===== src/hw/rtl/hrd_pkg.sv =====
package hrd_pkg;

  localparam int AVG_WINDOW_DEF = 5;

  localparam int SAMPLE_W   = 18;
  localparam int TIME_W     = 32;
  localparam int INTERVAL_W = 16;
  localparam int RATE_W     = 16;
  localparam int CFG_ADDR_W = 2;
  localparam int CFG_DATA_W = 18;

  localparam logic [SAMPLE_W-1:0]   NO_SIGNAL_RST = 18'd30000;
  localparam logic [SAMPLE_W-1:0]   BEAT_RST      = 18'd50000;
  localparam logic [INTERVAL_W-1:0] MIN_IVL_RST   = 16'd400;
  localparam logic [INTERVAL_W-1:0] MAX_IVL_RST   = 16'd2000;
  localparam logic [RATE_W-1:0]     RATE_NUM      = 16'd60000;

  typedef enum logic [CFG_ADDR_W-1:0] {
    REG_NO_SIGNAL = 2'd0,
    REG_BEAT      = 2'd1,
    REG_MIN_IVL   = 2'd2,
    REG_MAX_IVL   = 2'd3
  } cfg_reg_t;

  typedef enum logic [2:0] {
    S_IDLE,
    S_EVAL,
    S_SUM,
    S_DIV1,
    S_DIV2,
    S_OUT
  } state_t;

  typedef struct packed {
    logic wr;
    logic clr;
  } ring_ctl_t;

endpackage


===== src/hw/rtl/hrd_divider.sv =====
module hrd_divider import hrd_pkg::*; #(
  parameter int DVD_W = 21,
  parameter int DVS_W = 16
) (
  input  logic             clk,
  input  logic             rst_n,
  input  logic             start,
  input  logic [DVD_W-1:0] dividend,
  input  logic [DVS_W-1:0] divisor,
  output logic             done,
  output logic [DVD_W-1:0] quotient
);

  localparam int CNT_W = $clog2(DVD_W + 1);

  logic             busy_r, busy_nxt;
  logic             done_r, done_nxt;
  logic [CNT_W-1:0] cnt_r, cnt_nxt;
  logic [DVD_W-1:0] dvd_r, dvd_nxt;
  logic [DVS_W-1:0] dvs_r, dvs_nxt;
  logic [DVS_W-1:0] rem_r, rem_nxt;
  logic [DVS_W:0]   shifted;
  logic [DVS_W:0]   diff;

  assign shifted = {rem_r, dvd_r[DVD_W-1]};
  assign diff    = shifted - {1'b0, dvs_r};

  always_comb begin
    busy_nxt = busy_r;
    done_nxt = 1'b0;
    cnt_nxt  = cnt_r;
    dvd_nxt  = dvd_r;
    dvs_nxt  = dvs_r;
    rem_nxt  = rem_r;
    if (start) begin
      busy_nxt = 1'b1;
      cnt_nxt  = '0;
      dvd_nxt  = dividend;
      dvs_nxt  = divisor;
      rem_nxt  = '0;
    end else if (busy_r) begin
      if (!diff[DVS_W]) begin
        rem_nxt = diff[DVS_W-1:0];
        dvd_nxt = {dvd_r[DVD_W-2:0], 1'b1};
      end else begin
        rem_nxt = shifted[DVS_W-1:0];
        dvd_nxt = {dvd_r[DVD_W-2:0], 1'b0};
      end
      cnt_nxt = cnt_r + CNT_W'(1);
      if (cnt_r == CNT_W'(DVD_W - 1)) begin
        busy_nxt = 1'b0;
        done_nxt = 1'b1;
      end
    end
  end

  always_ff @(posedge clk) begin
    if (!rst_n) begin
      busy_r <= 1'b0;
      done_r <= 1'b0;
      cnt_r  <= '0;
    end else begin
      busy_r <= busy_nxt;
      done_r <= done_nxt;
      cnt_r  <= cnt_nxt;
    end
  end

  always_ff @(posedge clk) begin
    dvd_r <= dvd_nxt;
    dvs_r <= dvs_nxt;
    rem_r <= rem_nxt;
  end

  assign done     = done_r;
  assign quotient = dvd_r;

endmodule


===== src/hw/rtl/hrd_ring.sv =====
module hrd_ring import hrd_pkg::*; #(
  parameter int AVG_WINDOW = AVG_WINDOW_DEF,
  parameter int FILL_W     = $clog2(AVG_WINDOW + 1),
  parameter int SUM_W      = INTERVAL_W + FILL_W
) (
  input  logic                  clk,
  input  logic                  rst_n,
  input  ring_ctl_t             ctl,
  input  logic [INTERVAL_W-1:0] wr_data,
  output logic                  done,
  output logic [SUM_W-1:0]      sum,
  output logic [FILL_W-1:0]     fill
);

  localparam int IDX_W = (AVG_WINDOW > 1) ? $clog2(AVG_WINDOW) : 1;

  logic [INTERVAL_W-1:0] mem [AVG_WINDOW];
  logic [IDX_W-1:0]      pos_r, pos_nxt;
  logic [FILL_W-1:0]     fill_r, fill_nxt;
  logic [IDX_W-1:0]      idx_r, idx_nxt;
  logic                  busy_r, busy_nxt;
  logic                  done_r, done_nxt;
  logic [SUM_W-1:0]      acc_r, acc_nxt;
  logic [SUM_W-1:0]      acc_add;
  logic [INTERVAL_W-1:0] rd_r;

  assign acc_add = acc_r + SUM_W'(rd_r);

  always_comb begin
    pos_nxt  = pos_r;
    fill_nxt = fill_r;
    idx_nxt  = idx_r;
    busy_nxt = busy_r;
    done_nxt = 1'b0;
    acc_nxt  = acc_r;
    if (ctl.clr) begin
      pos_nxt  = '0;
      fill_nxt = '0;
      busy_nxt = 1'b0;
    end else if (ctl.wr) begin
      pos_nxt  = (pos_r == IDX_W'(AVG_WINDOW - 1)) ? '0 : pos_r + IDX_W'(1);
      fill_nxt = (fill_r == FILL_W'(AVG_WINDOW)) ? fill_r : fill_r + FILL_W'(1);
      idx_nxt  = '0;
      acc_nxt  = '0;
      busy_nxt = 1'b1;
    end else if (busy_r) begin
      acc_nxt = acc_add;
      if (FILL_W'(idx_r) + FILL_W'(1) == fill_r) begin
        busy_nxt = 1'b0;
        done_nxt = 1'b1;
      end else begin
        idx_nxt = idx_r + IDX_W'(1);
      end
    end
  end

  always_ff @(posedge clk) begin
    if (!rst_n) begin
      pos_r  <= '0;
      fill_r <= '0;
      busy_r <= 1'b0;
      done_r <= 1'b0;
    end else begin
      pos_r  <= pos_nxt;
      fill_r <= fill_nxt;
      busy_r <= busy_nxt;
      done_r <= done_nxt;
    end
  end

  always_ff @(posedge clk) begin
    idx_r <= idx_nxt;
    acc_r <= acc_nxt;
    if (ctl.wr && !ctl.clr) begin
      mem[pos_r] <= wr_data;
    end
    if (ctl.wr && !ctl.clr && pos_r == idx_nxt) begin
      rd_r <= wr_data;
    end else begin
      rd_r <= mem[idx_nxt];
    end
  end

  assign done = done_r;
  assign sum  = acc_r;
  assign fill = fill_r;

endmodule


===== src/hw/rtl/ppg_heart_rate_detector.sv =====
// Path: an accepted input passes S_EVAL and S_OUT to the registered result without a new beat
// interval; with one, also S_SUM, S_DIV1 and S_DIV2, of which a zero mean skips S_DIV2.
// Throughput: one item at a time; in_tready is high only in S_IDLE, and S_OUT waits on out_tready.
// Bit-serial divider, one quotient bit per cycle, and one-entry-per-cycle interval sum dominate.
// Reset: synchronous, active low; restores register defaults, clears history and rate.
module ppg_heart_rate_detector import hrd_pkg::*; #(
  parameter int AVG_WINDOW = AVG_WINDOW_DEF
) (
  input  logic                  clk,
  input  logic                  rst_n,
  input  logic                  in_tvalid,
  output logic                  in_tready,
  input  logic [55:0]           in_tdata,   // ir_sample[17:0], time_ms[49:18], zero pad
  output logic                  out_tvalid,
  input  logic                  out_tready,
  output logic [23:0]           out_tdata,  // rate_bpm[15:0], beat_accepted[16], no_signal[17]
  input  logic                  cfg_we,
  input  logic [CFG_ADDR_W-1:0] cfg_addr,
  input  logic [CFG_DATA_W-1:0] cfg_wdata
);

  localparam int FILL_W = $clog2(AVG_WINDOW + 1);
  localparam int SUM_W  = INTERVAL_W + FILL_W;

  logic [SAMPLE_W-1:0]   no_signal_level_r, beat_level_r;
  logic [INTERVAL_W-1:0] min_ivl_r, max_ivl_r;

  state_t state_r, state_nxt;

  logic [SAMPLE_W-1:0] ir_r, ir_nxt;
  logic [TIME_W-1:0]   time_r, time_nxt;
  logic [SAMPLE_W-1:0] prev_r, prev_nxt;
  logic [SAMPLE_W:0]   pslope_r, pslope_nxt;
  logic [TIME_W-1:0]   last_r, last_nxt;
  logic [RATE_W-1:0]   rate_r, rate_nxt;
  logic                beat_r, beat_nxt;
  logic                nosig_r, nosig_nxt;
  logic                out_valid_r, out_valid_nxt;
  logic [RATE_W-1:0]   out_rate_r, out_rate_nxt;
  logic                out_beat_r, out_beat_nxt;
  logic                out_nosig_r, out_nosig_nxt;

  logic [SAMPLE_W:0]  slope;
  logic [TIME_W-1:0]  elapsed;
  logic               below, candidate, enter;

  ring_ctl_t          ring_ctl;
  logic               ring_done;
  logic [SUM_W-1:0]   ring_sum;
  logic [FILL_W-1:0]  ring_fill;

  logic               div_start;
  logic [SUM_W-1:0]   div_dividend;
  logic [INTERVAL_W-1:0] div_divisor;
  logic               div_done;
  logic [SUM_W-1:0]   div_quot;

  logic in_fire;

  assign in_fire = in_tvalid && in_tready;
  assign in_tready = (state_r == S_IDLE);

  always_ff @(posedge clk) begin
    if (!rst_n) begin
      no_signal_level_r <= NO_SIGNAL_RST;
      beat_level_r      <= BEAT_RST;
      min_ivl_r         <= MIN_IVL_RST;
      max_ivl_r         <= MAX_IVL_RST;
    end else if (cfg_we) begin
      unique case (cfg_reg_t'(cfg_addr))
        REG_NO_SIGNAL: no_signal_level_r <= cfg_wdata;
        REG_BEAT:      beat_level_r      <= cfg_wdata;
        REG_MIN_IVL:   min_ivl_r         <= cfg_wdata[INTERVAL_W-1:0];
        REG_MAX_IVL:   max_ivl_r         <= cfg_wdata[INTERVAL_W-1:0];
        default: ;
      endcase
    end
  end

  assign slope     = {1'b0, ir_r} - {1'b0, prev_r};
  assign elapsed   = time_r - last_r;
  assign below     = ir_r < no_signal_level_r;
  assign candidate = !pslope_r[SAMPLE_W] && (pslope_r != '0) && slope[SAMPLE_W]
                     && (prev_r > beat_level_r) && (elapsed >= TIME_W'(min_ivl_r));
  assign enter     = elapsed <= TIME_W'(max_ivl_r);

  always_comb begin
    state_nxt     = state_r;
    ir_nxt        = ir_r;
    time_nxt      = time_r;
    prev_nxt      = prev_r;
    pslope_nxt    = pslope_r;
    last_nxt      = last_r;
    rate_nxt      = rate_r;
    beat_nxt      = beat_r;
    nosig_nxt     = nosig_r;
    out_valid_nxt = out_valid_r && !out_tready;
    out_rate_nxt  = out_rate_r;
    out_beat_nxt  = out_beat_r;
    out_nosig_nxt = out_nosig_r;
    ring_ctl      = '0;
    div_start     = 1'b0;
    div_dividend  = ring_sum;
    div_divisor   = INTERVAL_W'(ring_fill);
    unique case (state_r)
      S_IDLE: begin
        if (in_fire) begin
          ir_nxt    = in_tdata[17:0];
          time_nxt  = in_tdata[49:18];
          state_nxt = S_EVAL;
        end
      end
      S_EVAL: begin
        beat_nxt  = 1'b0;
        nosig_nxt = below;
        prev_nxt  = ir_r;
        state_nxt = S_OUT;
        if (below) begin
          rate_nxt     = '0;
          last_nxt     = time_r;
          pslope_nxt   = '0;
          ring_ctl.clr = 1'b1;
        end else begin
          pslope_nxt = slope;
          if (candidate) begin
            last_nxt = time_r;
            if (enter) begin
              ring_ctl.wr = 1'b1;
              beat_nxt    = 1'b1;
              state_nxt   = S_SUM;
            end
          end
        end
      end
      S_SUM: begin
        if (ring_done) begin
          div_start = 1'b1;
          state_nxt = S_DIV1;
        end
      end
      S_DIV1: begin
        div_dividend = SUM_W'(RATE_NUM);
        div_divisor  = div_quot[INTERVAL_W-1:0];
        if (div_done) begin
          if (div_quot[INTERVAL_W-1:0] == '0) begin
            rate_nxt  = '0;
            state_nxt = S_OUT;
          end else begin
            div_start = 1'b1;
            state_nxt = S_DIV2;
          end
        end
      end
      S_DIV2: begin
        if (div_done) begin
          rate_nxt  = div_quot[RATE_W-1:0];
          state_nxt = S_OUT;
        end
      end
      S_OUT: begin
        if (!out_valid_r || out_tready) begin
          out_valid_nxt = 1'b1;
          out_rate_nxt  = rate_r;
          out_beat_nxt  = beat_r;
          out_nosig_nxt = nosig_r;
          state_nxt     = S_IDLE;
        end
      end
      default: state_nxt = S_IDLE;
    endcase
  end

  always_ff @(posedge clk) begin
    if (!rst_n) begin
      state_r     <= S_IDLE;
      prev_r      <= '0;
      pslope_r    <= '0;
      last_r      <= '0;
      rate_r      <= '0;
      out_valid_r <= 1'b0;
    end else begin
      state_r     <= state_nxt;
      prev_r      <= prev_nxt;
      pslope_r    <= pslope_nxt;
      last_r      <= last_nxt;
      rate_r      <= rate_nxt;
      out_valid_r <= out_valid_nxt;
    end
  end

  always_ff @(posedge clk) begin
    ir_r        <= ir_nxt;
    time_r      <= time_nxt;
    beat_r      <= beat_nxt;
    nosig_r     <= nosig_nxt;
    out_rate_r  <= out_rate_nxt;
    out_beat_r  <= out_beat_nxt;
    out_nosig_r <= out_nosig_nxt;
  end

  hrd_ring #(
    .AVG_WINDOW (AVG_WINDOW),
    .FILL_W     (FILL_W),
    .SUM_W      (SUM_W)
  ) u_ring (
    .clk     (clk),
    .rst_n   (rst_n),
    .ctl     (ring_ctl),
    .wr_data (elapsed[INTERVAL_W-1:0]),
    .done    (ring_done),
    .sum     (ring_sum),
    .fill    (ring_fill)
  );

  hrd_divider #(
    .DVD_W (SUM_W),
    .DVS_W (INTERVAL_W)
  ) u_div (
    .clk      (clk),
    .rst_n    (rst_n),
    .start    (div_start),
    .dividend (div_dividend),
    .divisor  (div_divisor),
    .done     (div_done),
    .quotient (div_quot)
  );

  assign out_tvalid = out_valid_r;
  assign out_tdata  = {6'b0, out_nosig_r, out_beat_r, out_rate_r};

  a_accept_eval: assert property (@(posedge clk) disable iff (!rst_n)
    in_fire |=> state_r == S_EVAL)
    else $error("accepted transaction did not advance to evaluation");

  a_nosig_result: assert property (@(posedge clk) disable iff (!rst_n)
    out_tvalid && out_tdata[17] |-> out_tdata[15:0] == '0 && !out_tdata[16])
    else $error("no-signal result carries rate or beat");

  a_ring_done_state: assert property (@(posedge clk) disable iff (!rst_n)
    ring_done |-> state_r == S_SUM)
    else $error("interval sum finished outside summing state");

  a_div_done_state: assert property (@(posedge clk) disable iff (!rst_n)
    div_done |-> state_r == S_DIV1 || state_r == S_DIV2)
    else $error("division finished outside division states");

  a_fill_nonzero: assert property (@(posedge clk) disable iff (!rst_n)
    div_start && state_r == S_SUM |-> ring_fill != '0)
    else $error("mean division started with empty history");

endmodule


===== config.mk =====
export PLATFORM = sky130hd
export DESIGN_NAME = ppg_heart_rate_detector
export DESIGN_NICKNAME = d
export VERILOG_FILES = /design/src/hw/rtl/hrd_pkg.sv /design/src/hw/rtl/hrd_divider.sv /design/src/hw/rtl/hrd_ring.sv /design/src/hw/rtl/ppg_heart_rate_detector.sv
export SDC_FILE = /design/constraint.sdc
export NUM_CORES = 1
export LEC_CHECK = 0
export BUFFER_PORTS_ARGS = -buffer_cell sky130_fd_sc_hd__buf_2
export CELL_PAD_IN_SITES_DETAIL_PLACEMENT = 0
export CELL_PAD_IN_SITES_GLOBAL_PLACEMENT = 1
export CORE_MARGIN = 2
export CORE_UTILIZATION = 45
export DETAILED_ROUTE_END_ITERATION = 8
export PLACE_DENSITY = 0.85
export REMOVE_ABC_BUFFERS = 1
export SYNTH_ARGS = -nofsm -noshare
export SYNTH_HDL_FRONTEND = slang
export SYNTH_SLANG_ARGS = --single-unit

===== constraint.sdc =====
create_clock -name clk -period 9.4 [get_ports clk]
set_input_delay 1.41 -clock clk [delete_from_list [all_inputs] [get_ports clk]]
set_output_delay 1.41 -clock clk [all_outputs]
set_load 0.01 [all_outputs]

==> metrics.csv <==
metric,value,unit
critical path type,flip-flop to flip-flop,
Core ar.,45400,sq um
skew final,23.1,ps
wire length of the first global-routing pass,74300,um
H-tree levels,2,
min Tclk post-route,6730,ps
Worst R2R Start,time_r[1]$_DFFE_PP_,
synthesized flop and latch total,395,
fill count,4078,
fmax,149,MHz
DIE AREA,47800,sq um
post-synthesis cell type count,80,
Hold Slack,429,ps
WHS Path Cells,0,
routed via count,15100,
Synth async-reset ratio,0,
RSZ-0062 raised after global routing,false,
CTS sink count,395,
Num CTS Buffers,43,
Post-Route WL,45700,um
Main synth FF type,edfxtp_1,
final hold violations,0,
worst reg-to-reg setup slack,2670,ps
hold buffers post-CTS,0,
Die H,219,um
period utilization,0.716,
number of synthesized flops with an enable pin,207,
final setup fails,0,
Clock Latency Late Sink,570,ps
Worst slew margin,0.256,
Worst Path Arrival,6910,ps
starting DRC count in detailed routing,982,
GRT overflow,0,
crit-path max FO,16,
CTS tree,yes,
Post-CTS Setup Bufs,0,
num rows,78,
Avg WL per Cell,16.6,um
CTS resizes,0,
Pre-Repair DR Iteration Count,6,
Die W,219,um
Worst EP required,9580,ps
Power Total,4.43,mW
setup TNS,0,ps
GRT Total Usage,0.193,
vias in the first global route,14500,
Worst VDD drop,0.158,mV
initial core utilization,0.457,
worst-margin pin slew,1110,ps
vias per cell,5.50,
R2R depth,20,
ANT nets after route,0,
post-synthesis sequential area ratio,0.481,
met2 WL post-DR,21600,um
Area Overhead vs Synth,11.8,%
gpl congestion,0.873,
CTS clock-pin slew for the worst setup and hold paths,60,ps
Max-Cap Viols,0,
Post-route DRC,0,
count of final max-slew check failures,0,
largest net degree at the start of global routing,110,
Critical Path Sink Type,flip-flop,
sink of the worst hold path,out_rate_r[8]$_DFFE_PP_,
status,completed,
Mapped Cells,2043,
Worst setup SP type,flip-flop,
ratio of cells with drive above 1 in the final layout,0.124,
CTS root buf,clkbuf_16,
antenna violations before repair,0,
Leak,8.79,nW
Final nets,2351,
worst hold start,rate_r[8]$_SDFFE_PN0P_,
Antenna Cells,0,
Syn. warnings,0,
hpwl dp,32600,um
pwr/cell area,191,nW/um^2
I/O pins,107,
deepest clock path buffer count,3,
Top Layer Used,met4,
WL met3,1770,um
Port Buffer Count,94,
reg-to-reg endpoint,u_ring.mem[4][0]$_DFFE_PP_,
worst hold path class,flip-flop to flip-flop,
synthesized area per cell,10.1,sq um
met1 WL,21000,um
Post-Syn Area,20700,sq um
-- cells in the mapped netlist (33+ instances only) --
cell,count,area [sq um]
nand2_1,271,1020
edfxtp_1,207,6220
dfxtp_1,188,3760
inv_1,170,638
ha_1,155,1940
a21oi_1,100,500
a21boi_0,95,713
nor2_1,75,282
o21ai_0,71,355
clkbuf_1,64,240
nand3_1,61,305
xnor2_1,42,368
nand4_1,34,213
o211ai_1,33,248
-- final cells by class --
cell class | count | area [sq um] | share of cell area
well taps | 600 | 751 | 0.0324
multi-input cells | 1390 | 9740 | 0.420
clock inverters | 20 | 241 | 0.0104
flip-flops and latches | 395 | 9980 | 0.430
inverters | 171 | 642 | 0.0277
clock buffers | 59 | 1240 | 0.0535
repair buffers | 110 | 593 | 0.0256
-- cells by family (layout without fill, tap and decap cells) --
family | Yosys count | count (layout) | share of synthesized area
multiplexers | 50 | 50 | 0.0350
AND/OR/NAND/NOR | 618 | 618 | 0.144
AO/OA/AOI/OAI | 494 | 494 | 0.164
other | 1 | 6 | 0.000181
flip-flops | 395 | 395 | 0.481
XOR/XNOR | 63 | 63 | 0.0266
adder cells (fa/ha/maj) | 159 | 159 | 0.0974
buffers and inverters | 263 | 360 | 0.0521
-- stage by stage --
stage	cells	setup slack (ps)	area (sq um)	utilization
finish	2745	2670	23200	0.511
global route	2745	2140	23200	0.511
CTS	2745	2670	23200	0.511
detailed placement	2666	2710	21700	0.478
global placement	2666	2950	21700	0.478
floorplan	1956	2750	20300	-
-- cells in the final DEF (no fill, tap or decap), types with 61 or more instances in the layout --
| cell type | count |
|---|---|
| ha_1 | 155 |
| nand2_1 | 271 |
| a21oi_1 | 100 |
| nor2_1 | 75 |
| dfxtp_1 | 188 |
| edfxtp_1 | 207 |
| buf_2 | 93 |
| nand3_1 | 61 |
| o21ai_0 | 70 |
| a21boi_0 | 95 |
| inv_1 | 170 |
-- power breakdown --
part	switching (mW)	internal [mW]	leakage [nW]
clock network	0.686	1.06	0.711
registers	0.0462	1.91	3.46
logic	0.447	0.283	4.62
-- sequential cells by signal, indices dropped and copies added, names as in the netlist, 18 cells and up --
| register | flops |
|---|---|
| prev_r | 18 |
| pslope_r | 19 |
| u_ring.sum | 19 |
| u_ring.mem | 80 |
| beat_level_r | 18 |
| no_signal_level_r | 18 |
| last_r | 32 |
| time_r | 32 |
| u_div.quotient | 19 |
| ir_r | 18 |
-- routing by layer --
metal  vias up  track usage
li1       7503            -
met1      7183        0.256
met2       327        0.321
met3        74       0.0259
met4         0       0.0694
met5         -            0
-- worst max-delay path by stage --
stage	start	to	slack [ps]	cells after the start
2_1_floorplan	time_r[0]$_DFFE_PP_	u_ring.mem[0][0]$_DFFE_PP_	2750	18
3_3_place_gp	time_r[1]$_DFFE_PP_	u_ring.mem[4][13]$_DFFE_PP_	2950	20
3_5_place_dp	time_r[1]$_DFFE_PP_	u_ring.mem[4][11]$_DFFE_PP_	2710	20
4_1_cts	time_r[1]$_DFFE_PP_	u_ring.mem[4][0]$_DFFE_PP_	2670	20
5_1_grt	time_r[1]$_DFFE_PP_	u_ring.mem[4][0]$_DFFE_PP_	2140	20
6_report	time_r[1]$_DFFE_PP_	u_ring.mem[4][0]$_DFFE_PP_	2670	20
-- critical path, cell delays in order (launching register included) --
cell and delay (ps):
edfxtp_1 420, ha_1 300, nor2b_1 140, o31a_1 300
o21a_1 220, o21ai_1 300, nor2b_1 310, nor2b_1 70
o21ai_0 160, nand2_1 80, xor2_1 660, ha_1 250
nand4_1 120, nor3_1 270, nand2_1 80, o211ai_1 320
o21ai_0 140, nand4b_1 260, or4_1 840, nor2_4 290
and4_1 790
Note: power is estimated with default switching activity, not from simulation.
